### config.mk
export PLATFORM = sky130hd
export DESIGN_NAME = decimal_segment_lcd_writer
export DESIGN_NICKNAME = d
export VERILOG_FILES = /design/src/sv/dslw_pkg.sv /design/src/sv/dslw_div10.sv /design/src/sv/dslw_seg_ram.sv /design/src/sv/decimal_segment_lcd_writer.sv
export SDC_FILE = /design/constraint.sdc
export NUM_CORES = 1
export LEC_CHECK = 0
export BUFFER_PORTS_ARGS = -buffer_cell sky130_fd_sc_hd__buf_2
export CAP_MARGIN = 20
export CORE_UTILIZATION = 40
export DETAILED_ROUTE_END_ITERATION = 10
export PLACE_DENSITY = 0.58
export SLEW_MARGIN = 20
export SYNTH_ARGS = -nofsm -noshare
export SYNTH_HDL_FRONTEND = slang
export SYNTH_SLANG_ARGS = --single-unit
### constraint.sdc
create_clock -name clock -period 8.7 [get_ports clock]
set_input_delay 0 -clock clock [delete_from_list [all_inputs] [get_ports clock]]
set_output_delay 0 -clock clock [all_outputs]
set_load 0.03 [all_outputs]
### src/sv/dslw_pkg.sv
// Shared constants, types and the digit segment table for the decimal segment LCD writer.
// No dependencies; every other source file but tb_top refers to this package by scoped names.
package dslw_pkg;

   localparam int DIGIT_POSITIONS = 6;
   localparam int ROW_STRIDE      = 5;
   localparam int NIBBLE_ROWS     = 4;
   localparam int MEM_DEPTH       = 20;

   localparam int ADDR_W = 5;
   localparam int DATA_W = 8;
   localparam int NUM_W  = 32;
   // Positive numbers fit in 31 bits; a quotient by ten fits in 28.
   localparam int Y_W    = NUM_W - 1;
   localparam int Q_W    = Y_W - 3;

   localparam int POS_W  = (DIGIT_POSITIONS > 1) ? $clog2(DIGIT_POSITIONS) : 1;
   localparam int ROW_W  = (NIBBLE_ROWS > 1) ? $clog2(NIBBLE_ROWS) : 1;
   localparam int RCNT_W = $clog2(NIBBLE_ROWS + 1);

   // Division by ten as a multiply by the rounded reciprocal 2^35 / 10.
   localparam logic [31:0] RECIP       = 32'hCCCC_CCCD;
   localparam int          RECIP_SHIFT = 35;
   localparam int          PROD_W      = Y_W + 32;

   localparam logic [DATA_W-1:0] KEEP_ODD  = 8'h0f;
   localparam logic [DATA_W-1:0] KEEP_EVEN = 8'hf0;

   typedef enum logic [1:0] {
      S_IDLE,
      S_MUL,
      S_DIV,
      S_RMW
   } state_type;

   typedef struct packed {
      logic              en;
      logic [ADDR_W-1:0] addr;
      logic [DATA_W-1:0] data;
   } wr_type;

   function automatic logic [15:0] seg_pattern(input logic [3:0] digit);
      logic [15:0] pat;
      unique case (digit)
         4'd0:    pat = 16'h1551;
         4'd1:    pat = 16'h0118;
         4'd2:    pat = 16'h1e11;
         4'd3:    pat = 16'h1b11;
         4'd4:    pat = 16'h0b50;
         4'd5:    pat = 16'h1b41;
         4'd6:    pat = 16'h1f41;
         4'd7:    pat = 16'h4009;
         4'd8:    pat = 16'h1f51;
         4'd9:    pat = 16'h1b51;
         default: pat = 16'h0000;
      endcase
      return pat;
   endfunction

endpackage

### src/sv/dslw_div10.sv
// Divide-by-ten unit: one registered multiply by the reciprocal, then a correction-free
// quotient extract and remainder subtract. Depends on dslw_pkg.
module dslw_div10 (
   input  logic                        clock,
   input  logic [dslw_pkg::Y_W-1:0]    y,
   output logic [dslw_pkg::Q_W-1:0]    quot,
   output logic [3:0]                  rem
);

   logic [dslw_pkg::PROD_W-1:0] prod_ff;
   logic [dslw_pkg::PROD_W-1:0] prod_in;
   logic [dslw_pkg::Y_W-1:0]    y_ff;
   logic [dslw_pkg::Y_W-1:0]    q_ext;
   logic [dslw_pkg::Y_W-1:0]    q_times10;
   logic [dslw_pkg::Y_W-1:0]    diff;

   assign prod_in = dslw_pkg::PROD_W'(y) * dslw_pkg::PROD_W'(dslw_pkg::RECIP);

   always_ff @(posedge clock) begin
      prod_ff <= prod_in;
      y_ff    <= y;
   end

   assign quot      = prod_ff[dslw_pkg::RECIP_SHIFT +: dslw_pkg::Q_W];
   assign q_ext     = dslw_pkg::Y_W'(quot);
   assign q_times10 = (q_ext << 3) + (q_ext << 1);
   assign diff      = y_ff - q_times10;
   assign rem       = diff[3:0];

endmodule

### src/sv/dslw_seg_ram.sv
// Segment data memory: one write port, one registered read port, write-first on a
// same-address collision, and per-entry valid bits so unwritten bytes read as zero.
// Depends on dslw_pkg.
module dslw_seg_ram (
   input  logic                           clock,
   input  logic                           reset,
   input  dslw_pkg::wr_type               wr,
   input  logic                           rd_en,
   input  logic [dslw_pkg::ADDR_W-1:0]    rd_addr,
   output logic [dslw_pkg::DATA_W-1:0]    rd_data
);

   logic [dslw_pkg::DATA_W-1:0]    mem [0:dslw_pkg::MEM_DEPTH-1];
   logic [dslw_pkg::MEM_DEPTH-1:0] valid_ff;
   logic [dslw_pkg::DATA_W-1:0]    rd_data_ff;
   logic                           rd_hit_ff;
   logic                           rd_in_range;
   logic                           collide;

   assign rd_in_range = rd_addr < dslw_pkg::ADDR_W'(dslw_pkg::MEM_DEPTH);
   assign collide     = wr.en && (wr.addr == rd_addr);

   always_ff @(posedge clock) begin
      if (reset) begin
         valid_ff  <= '0;
         rd_hit_ff <= 1'b0;
      end else begin
         if (wr.en) begin
            valid_ff[wr.addr] <= 1'b1;
         end
         if (rd_en) begin
            rd_hit_ff <= collide || (rd_in_range && valid_ff[rd_addr]);
         end
      end
   end

   always_ff @(posedge clock) begin
      if (wr.en) begin
         mem[wr.addr] <= wr.data;
      end
      if (rd_en) begin
         if (collide) begin
            rd_data_ff <= wr.data;
         end else begin
            rd_data_ff <= mem[rd_addr];
         end
      end
   end

   assign rd_data = rd_hit_ff ? rd_data_ff : '0;

endmodule

### src/sv/decimal_segment_lcd_writer.sv
// Flow: after an input transfer the first write passes S_MUL, S_DIV, the registered memory
// read and the result register to rsp_. A number with D digits shown takes the idle accept
// and one multiply, then per digit one divide by ten and four pipelined read-modify-writes
// on the single segment memory; a zero or negative number is taken in idle and writes
// nothing. Output stalls hold the flow; no new number is taken until the last write loads.
// Reset (synchronous) returns to idle and marks every memory byte as zero.
module decimal_segment_lcd_writer (
   input  logic                           clock,
   input  logic                           reset,
   input  logic                           req_valid,
   output logic                           req_stall,
   input  logic signed [31:0]             req_number,
   output logic                           rsp_valid,
   input  logic                           rsp_stall,
   output logic [4:0]                     rsp_reg_index,
   output logic [7:0]                     rsp_reg_value,
   output logic                           rsp_last_write
);

   dslw_pkg::state_type state_ff, state_in;

   logic [dslw_pkg::Y_W-1:0]     y_ff;
   logic [dslw_pkg::POS_W-1:0]   pos_ff;
   logic [15:0]                  pattern_ff;
   logic                         last_digit_ff;
   logic [dslw_pkg::ADDR_W-1:0]  rd_addr_ff;
   logic [dslw_pkg::RCNT_W-1:0]  rd_k_ff;
   logic [dslw_pkg::ADDR_W-1:0]  wr_addr_ff;
   logic [dslw_pkg::ROW_W-1:0]   wr_k_ff;
   logic                         pend_ff;

   logic                         rsp_valid_ff;
   logic [dslw_pkg::ADDR_W-1:0]  rsp_reg_index_ff;
   logic [dslw_pkg::DATA_W-1:0]  rsp_reg_value_ff;
   logic                         rsp_last_write_ff;

   logic [dslw_pkg::Q_W-1:0]     div_quot;
   logic [3:0]                   div_rem;
   logic                         req_fire;
   logic                         num_ok;
   logic                         out_free;
   logic                         advance;
   logic                         rd_more;
   logic                         row_last;
   logic                         issue;
   logic                         out_load;
   logic                         digit_done;
   logic                         load_last;
   logic                         ram_rd_en;
   dslw_pkg::wr_type             ram_wr;
   logic [dslw_pkg::DATA_W-1:0]  ram_rd_data;
   logic [3:0]                   nib;
   logic [dslw_pkg::DATA_W-1:0]  nib_placed;
   logic [dslw_pkg::DATA_W-1:0]  keep_mask;
   logic [dslw_pkg::DATA_W-1:0]  merged;

   dslw_div10 u_div10 (
      .clock (clock),
      .y     (y_ff),
      .quot  (div_quot),
      .rem   (div_rem)
   );

   dslw_seg_ram u_seg_ram (
      .clock   (clock),
      .reset   (reset),
      .wr      (ram_wr),
      .rd_en   (ram_rd_en),
      .rd_addr (rd_addr_ff),
      .rd_data (ram_rd_data)
   );

   assign req_fire = req_valid && !req_stall;
   assign num_ok   = !req_number[31] && (req_number != '0);
   assign out_free = !rsp_valid_ff || !rsp_stall;
   assign advance  = !pend_ff || out_free;
   assign rd_more  = rd_k_ff < dslw_pkg::RCNT_W'(dslw_pkg::NIBBLE_ROWS);
   assign row_last = wr_k_ff == dslw_pkg::ROW_W'(dslw_pkg::NIBBLE_ROWS - 1);

   // Nibble merge: an odd position owns the high nibble of the byte.
   assign nib        = pattern_ff[{wr_k_ff, 2'b00} +: 4];
   assign keep_mask  = pos_ff[0] ? dslw_pkg::KEEP_ODD : dslw_pkg::KEEP_EVEN;
   assign nib_placed = pos_ff[0] ? {nib, 4'b0000} : {4'b0000, nib};
   assign merged     = (ram_rd_data & keep_mask) | nib_placed;
   assign load_last  = last_digit_ff && row_last;

   always_comb begin
      state_in = state_ff;
      unique case (state_ff)
         dslw_pkg::S_IDLE: begin
            if (req_fire && num_ok) begin
               state_in = dslw_pkg::S_MUL;
            end
         end
         dslw_pkg::S_MUL: begin
            state_in = dslw_pkg::S_DIV;
         end
         dslw_pkg::S_DIV: begin
            state_in = dslw_pkg::S_RMW;
         end
         dslw_pkg::S_RMW: begin
            if (digit_done) begin
               state_in = last_digit_ff ? dslw_pkg::S_IDLE : dslw_pkg::S_DIV;
            end
         end
         default: begin
            state_in = dslw_pkg::S_IDLE;
         end
      endcase
   end

   always_comb begin
      req_stall  = 1'b1;
      issue      = 1'b0;
      out_load   = 1'b0;
      digit_done = 1'b0;
      unique case (state_ff)
         dslw_pkg::S_IDLE: begin
            req_stall = 1'b0;
         end
         dslw_pkg::S_MUL, dslw_pkg::S_DIV: begin
            req_stall = 1'b1;
         end
         dslw_pkg::S_RMW: begin
            issue      = advance && rd_more;
            out_load   = advance && pend_ff;
            digit_done = advance && pend_ff && row_last;
         end
         default: begin
            req_stall = 1'b1;
         end
      endcase
   end

   assign ram_rd_en   = issue;
   assign ram_wr.en   = out_load && (wr_addr_ff < dslw_pkg::ADDR_W'(dslw_pkg::MEM_DEPTH));
   assign ram_wr.addr = wr_addr_ff;
   assign ram_wr.data = merged;

   always_ff @(posedge clock) begin
      if (reset) begin
         state_ff     <= dslw_pkg::S_IDLE;
         pend_ff      <= 1'b0;
         rsp_valid_ff <= 1'b0;
      end else begin
         state_ff <= state_in;
         if (state_ff == dslw_pkg::S_DIV) begin
            pend_ff <= 1'b0;
         end else if (state_ff == dslw_pkg::S_RMW && advance) begin
            pend_ff <= rd_more;
         end
         if (out_load) begin
            rsp_valid_ff <= 1'b1;
         end else if (!rsp_stall) begin
            rsp_valid_ff <= 1'b0;
         end
      end
   end

   always_ff @(posedge clock) begin
      if (state_ff == dslw_pkg::S_IDLE && req_fire) begin
         y_ff   <= req_number[dslw_pkg::Y_W-1:0];
         pos_ff <= dslw_pkg::POS_W'(dslw_pkg::DIGIT_POSITIONS - 1);
      end
      if (state_ff == dslw_pkg::S_DIV) begin
         y_ff          <= dslw_pkg::Y_W'(div_quot);
         pattern_ff    <= dslw_pkg::seg_pattern(div_rem);
         last_digit_ff <= (div_quot == '0) || (pos_ff == '0);
         rd_addr_ff    <= dslw_pkg::ADDR_W'(pos_ff >> 1);
         rd_k_ff       <= '0;
      end
      if (issue) begin
         rd_addr_ff <= rd_addr_ff + dslw_pkg::ADDR_W'(dslw_pkg::ROW_STRIDE);
         rd_k_ff    <= rd_k_ff + 1'b1;
         wr_addr_ff <= rd_addr_ff;
         wr_k_ff    <= dslw_pkg::ROW_W'(rd_k_ff);
      end
      if (digit_done) begin
         pos_ff <= pos_ff - 1'b1;
      end
      if (out_load) begin
         rsp_reg_index_ff  <= wr_addr_ff;
         rsp_reg_value_ff  <= merged;
         rsp_last_write_ff <= load_last;
      end
   end

   assign rsp_valid      = rsp_valid_ff;
   assign rsp_reg_index  = rsp_reg_index_ff;
   assign rsp_reg_value  = rsp_reg_value_ff;
   assign rsp_last_write = rsp_last_write_ff;

`ifndef SYNTHESIS
   a_write_has_result: assert property (@(posedge clock) disable iff (reset)
      ram_wr.en |-> out_load)
      else $error("memory write without a result transfer");

   a_pending_holds: assert property (@(posedge clock) disable iff (reset)
      (state_ff == dslw_pkg::S_RMW && pend_ff && !advance)
         |=> (pend_ff && $stable(wr_addr_ff) && $stable(wr_k_ff)))
      else $error("pending merge lost while output was stalled");

   a_last_ends_item: assert property (@(posedge clock) disable iff (reset)
      (out_load && load_last) |=> (state_ff == dslw_pkg::S_IDLE))
      else $error("last write did not end the item");

   a_digit_range: assert property (@(posedge clock) disable iff (reset)
      (state_ff == dslw_pkg::S_DIV) |-> (div_rem < 4'd10))
      else $error("divide by ten produced a remainder above nine");
`endif

endmodule

==> impl_metrics.prom <==
# TYPE chip_impl_metric gauge
chip_impl_info{name="run_status",value="finished clean"} 1
chip_impl_metric{name="ratio_of_final_minimum_period_to_clock_period",unit="%"} 86.53
chip_impl_metric{name="timing.setup.tns",unit="ns"} 0
chip_impl_metric{name="initial_utilization",unit="%"} 40.53
chip_impl_metric{name="worst-r2r-setup-slack",unit="ns"} 1.17
chip_impl_metric{name="yosysSeqAreaShare",unit="%"} 35.64
chip_impl_metric{name="first_global_vias",unit=""} 15550
chip_impl_metric{name="yosys_warnings",unit=""} 0
chip_impl_metric{name="final_core_util",unit="%"} 45.23
chip_impl_metric{name="floorplan.io_pins",unit=""} 52
chip_impl_metric{name="min_period",unit="ns"} 7.528
chip_impl_metric{name="fin_ws",unit="ns"} 1.172
chip_impl_info{name="hold_path_class",value="input port to flop"} 1
chip_impl_metric{name="drive_gt1_share",unit="%"} 10.64
chip_impl_info{name="postSynth.topFlopCell",value="edfxtp_1"} 1
chip_impl_metric{name="detailedRoute.firstIterationViolations",unit=""} 932
chip_impl_metric{name="ant_nets",unit=""} 0
chip_impl_info{name="clock-root-buffer",value="clkbuf_16"} 1
chip_impl_metric{name="min_path_cells",unit=""} 3
chip_impl_metric{name="crit_path_max_incr_delay",unit="ns"} 0.73
chip_impl_metric{name="port_buffers",unit=""} 51
chip_impl_metric{name="htreeDepth",unit=""} 2
chip_impl_metric{name="detail_route.first_pass.iterations",unit=""} 5
chip_impl_metric{name="antenna_found_initial",unit=""} 5
chip_impl_metric{name="wl",unit="mm"} 59.23
chip_impl_metric{name="timing_max_transition_violations_final",unit=""} 0
chip_impl_metric{name="ys_seq_elements",unit=""} 298
chip_impl_info{name="synth_area_leaders",value="edfxtp_1 (31%), fa_1 (19%), ha_1 (17%)"} 1
chip_impl_metric{name="timing.max_cap.violations",unit=""} 0
chip_impl_info{name="critPathCapture",value="u_div10.prod_ff[61]"} 1
chip_impl_metric{name="syn-instance-count",unit=""} 1873
chip_impl_metric{name="placementRows",unit=""} 88
chip_impl_metric{name="report.final.setup_viol",unit=""} 0
chip_impl_info{name="timing.critical_path.cells",value="ha_1 > inv_1 > fa_1 > inv_1 > fa_1 > fa_1 > xor2_1 > xor2_1 > fa_1 > fa_1 > fa_1 > ha_1 > nand3_2 > nor4_4 > o31ai_1 > a211oi_2 > o211ai_1 > nand2_1 > a31oi_1 > o311ai_1"} 1
chip_impl_metric{name="clock.fmax",unit="MHz"} 132.8
chip_impl_metric{name="multi_input_comb_area",unit="um^2"} 13700
chip_impl_metric{name="postCtsSetupRepairBufs",unit=""} 0
chip_impl_metric{name="maxSlewHeadroom",unit="%"} 19.48
chip_impl_metric{name="detailroute.via_count",unit=""} 14520
chip_impl_metric{name="n_fill_cell",unit=""} 5260
chip_impl_metric{name="timing.reg2reg.worst_path_depth",unit=""} 20
chip_impl_metric{name="overflow",unit=""} 0
chip_impl_metric{name="fp.coreArea",unit="um^2"} 57810
chip_impl_metric{name="groute.usage.overall",unit="%"} 20.51
chip_impl_info{name="cp_slowest_cell",value="fa_1"} 1
chip_impl_metric{name="cts.sinks",unit=""} 298
chip_impl_info{name="post-synth-top-area-cell",value="edfxtp_1"} 1
chip_impl_metric{name="die_w",unit="um"} 244.0
chip_impl_metric{name="clkTransAtPathRegs",unit="ns"} 0.06
chip_impl_metric{name="syn_area",unit="um^2"} 23430
chip_impl_metric{name="dp.cells",unit=""} 2671
chip_impl_metric{name="cts_hold_buf",unit=""} 43
chip_impl_info{name="grt_setup_unrepaired",value="false"} 1
chip_impl_metric{name="finalWeightedCongestion",unit=""} 0.9307
chip_impl_metric{name="cts.path.max_buffers",unit=""} 3
chip_impl_metric{name="post_synth.cell_area_avg",unit="um^2"} 12.51
chip_impl_metric{name="routed_via_density",unit=""} 5.227
chip_impl_metric{name="floorplan.die.height",unit="um"} 244.0
chip_impl_metric{name="critical_path_required",unit="ns"} 9.15
chip_impl_metric{name="synth_nets",unit=""} 2455
chip_impl_metric{name="finClkSkew",unit="ns"} 0.02268
chip_impl_metric{name="path_buf_inv",unit=""} 2
chip_impl_metric{name="cp_data_arrival_time",unit="ns"} 7.98
chip_impl_metric{name="die-area",unit="um^2"} 59540
chip_impl_metric{name="synthToLayoutAreaGrowth",unit="%"} 11.60
chip_impl_metric{name="final-seq-area",unit="um^2"} 8348
chip_impl_metric{name="ys_async_sr_fraction",unit="%"} 0
chip_impl_metric{name="drc",unit=""} 0
chip_impl_metric{name="crit_fanout",unit=""} 6
chip_impl_info{name="worstSetupStartpoint",value="y_ff[7]"} 1
chip_impl_metric{name="grt_max_degree",unit=""} 50
chip_impl_metric{name="cts_repair_resize_count",unit=""} 0
chip_impl_info{name="timing.setup.critical_path_class",value="flop to flop"} 1
chip_impl_info{name="r2r-start",value="y_ff[7]"} 1
chip_impl_info{name="cts_tree",value="yes"} 1
chip_impl_metric{name="count_of_flip_flops_with_a_built_in_enable_after_synthesis",unit=""} 238
chip_impl_metric{name="fin_cells",unit=""} 2778
chip_impl_metric{name="routed_wire_length_per_instance",unit="um"} 21.32
chip_impl_metric{name="cp_num_cells",unit=""} 20
chip_impl_metric{name="nets",unit=""} 2569
chip_impl_info{name="timing.critical_path.to_type",value="flop"} 1
chip_impl_metric{name="synth.lib_cells_used.distinct",unit=""} 74
chip_impl_metric{name="yosys.area.top_type_share",unit="%"} 30.51
chip_impl_metric{name="insertion_delay",unit="ns"} 0.55
chip_impl_info{name="layout_commonest_cell",value="inv_1"} 1
chip_impl_info{name="worst_setup_path_start_kind",value="flop"} 1
chip_impl_metric{name="inserted_clock_buffers",unit=""} 35
chip_impl_info{name="path_common_cell",value="fa_1"} 1
chip_impl_info{name="path_delay_family",value="adder cells"} 1
chip_impl_info{name="crit_reg_reg_endpoint",value="u_div10.prod_ff[61]"} 1
chip_impl_metric{name="report.final.hold_viol_count",unit=""} 0
chip_impl_metric{name="dpl.hpwl",unit="mm"} 47.33
chip_impl_metric{name="post-place-ws",unit="ns"} 1.297
chip_impl_info{name="final_cell_mix",value="inv_1 (337), ha_1 (318), edfxtp_1 (238)"} 1
chip_impl_metric{name="worstMarginPinSlew",unit="ns"} 1.197
chip_impl_metric{name="grt_pass1_wl",unit="mm"} 91.66
-- cell type report --
type	instances	share of cell area, %
flip-flops and latches	298	31.93
diodes	2	0.01914
clock inverters	15	0.4834
inverters	337	4.839
multi-input cells	1211	52.41
clock buffers	46	3.700
repair buffers	104	2.958
well taps	765	3.661
-- metal layers --
| metal | vias to the layer above | part of all wire (%) | global-route usage [%] |
|---|---|---|---|
| met2 | 378 | 45 | 31.81 |
| met3 | 95 | 7.0 | 5.180 |
| met4 | 6 | 2.9 | 6.342 |
| met1 | 7301 | 45 | 28.19 |
| met5 | - | 0.052 | 0 |
| li1 | 6741 | - | - |
-- flip-flops by register name, indices dropped and copies added, names as in the netlist --
| register | count |
|---|---|
| state_ff | 2 |
| rd_k_ff | 3 |
| pend_ff | 1 |
| y_ff | 31 |
| wr_addr_ff | 5 |
| rsp_valid | 1 |
| pattern_ff | 9 |
| rd_addr_ff | 5 |
| last_digit_ff | 1 |
| wr_k_ff | 2 |
| u_seg_ram.rd_data_ff | 8 |
| rsp_reg_value | 8 |
| u_div10.prod_ff | 30 |
| u_seg_ram.rd_hit_ff | 1 |
| u_div10.y_ff | 2 |
| u_seg_ram.mem | 160 |
| rsp_reg_index | 5 |
| pos_ff | 3 |
| u_seg_ram.valid_ff | 20 |
| rsp_last_write | 1 |
-- how the worst min path moves through the flow --
stage | startpoint | to | slack, ns
2_1_floorplan | req_number[30] | y_ff[30] | 0.13
6_report | req_number[23] | y_ff[23] | 0.32
5_1_grt | req_number[23] | y_ff[23] | 0.33
3_3_place_gp | req_number[30] | y_ff[30] | 0.30
4_1_cts | req_number[23] | y_ff[23] | 0.29
3_5_place_dp | req_number[30] | y_ff[30] | 0.31
-- Yosys cell counts, drive strengths merged (3+ instances only) --
| library cell | instances |
|---|---|
| mux4 | 55 |
| o211ai | 4 |
| o21ai | 43 |
| nor4 | 18 |
| a31oi | 6 |
| a211oi | 9 |
| edfxtp | 238 |
| a311oi | 4 |
| and4 | 3 |
| or3 | 5 |
| o31ai | 5 |
| nand2 | 64 |
| xnor2 | 37 |
| dfxtp | 60 |
| nor2 | 105 |
| a2111oi | 3 |
| o21a | 9 |
| mux2 | 33 |
| ha | 318 |
| a22o | 5 |
| a21boi | 3 |
| inv | 337 |
| a21oi | 71 |
| and3 | 14 |
| mux2i | 8 |
| o21bai | 6 |
| nand2b | 5 |
| nand4 | 17 |
| fa | 228 |
| and2 | 5 |
| a41oi | 3 |
| nand3 | 16 |
| xor2 | 31 |
| clkbuf | 14 |
| buf | 13 |
| nor2b | 12 |
| nor3 | 8 |
| a21o | 29 |
| or2 | 4 |
-- worst register-to-register path, stage by stage (launching register included) --
cell and delay [ns]:
edfxtp_1 0.49, ha_1 0.36, inv_1 0.06, fa_1 0.53, inv_1 0.11, fa_1 0.61, fa_1 0.74, xor2_1 0.28
xor2_1 0.31, fa_1 0.49, fa_1 0.52, fa_1 0.43, ha_1 0.41, nand3_2 0.15, nor4_4 0.36, o31ai_1 0.17
a211oi_2 0.52, o211ai_1 0.24, nand2_1 0.30, a31oi_1 0.13, o311ai_1 0.24
-- through the flow --
stage / hold WS (ns) / cell area (um^2)
floorplan: 0.1301 / 23430
CTS: 0.2911 / 26120
finish: 0.3205 / 26140
detailed placement: 0.3135 / 24590
global route: 0.3293 / 26140
global placement: 0.2987 / 24590
-- logic make-up after synthesis --
family	after synthesis	synth area share, %
AOI/OAI and AO/OA	217	6.073
xor gates and xnor gates	68	2.542
adders and majority gates	546	36.47
buffers and inverters	364	5.987
DFF	298	35.64
muxes	96	7.408
and+or+nand+nor	284	5.886
Power is not shown: default switching activity piles up to over one toggle a cycle in this logic, so the estimate is an artifact.
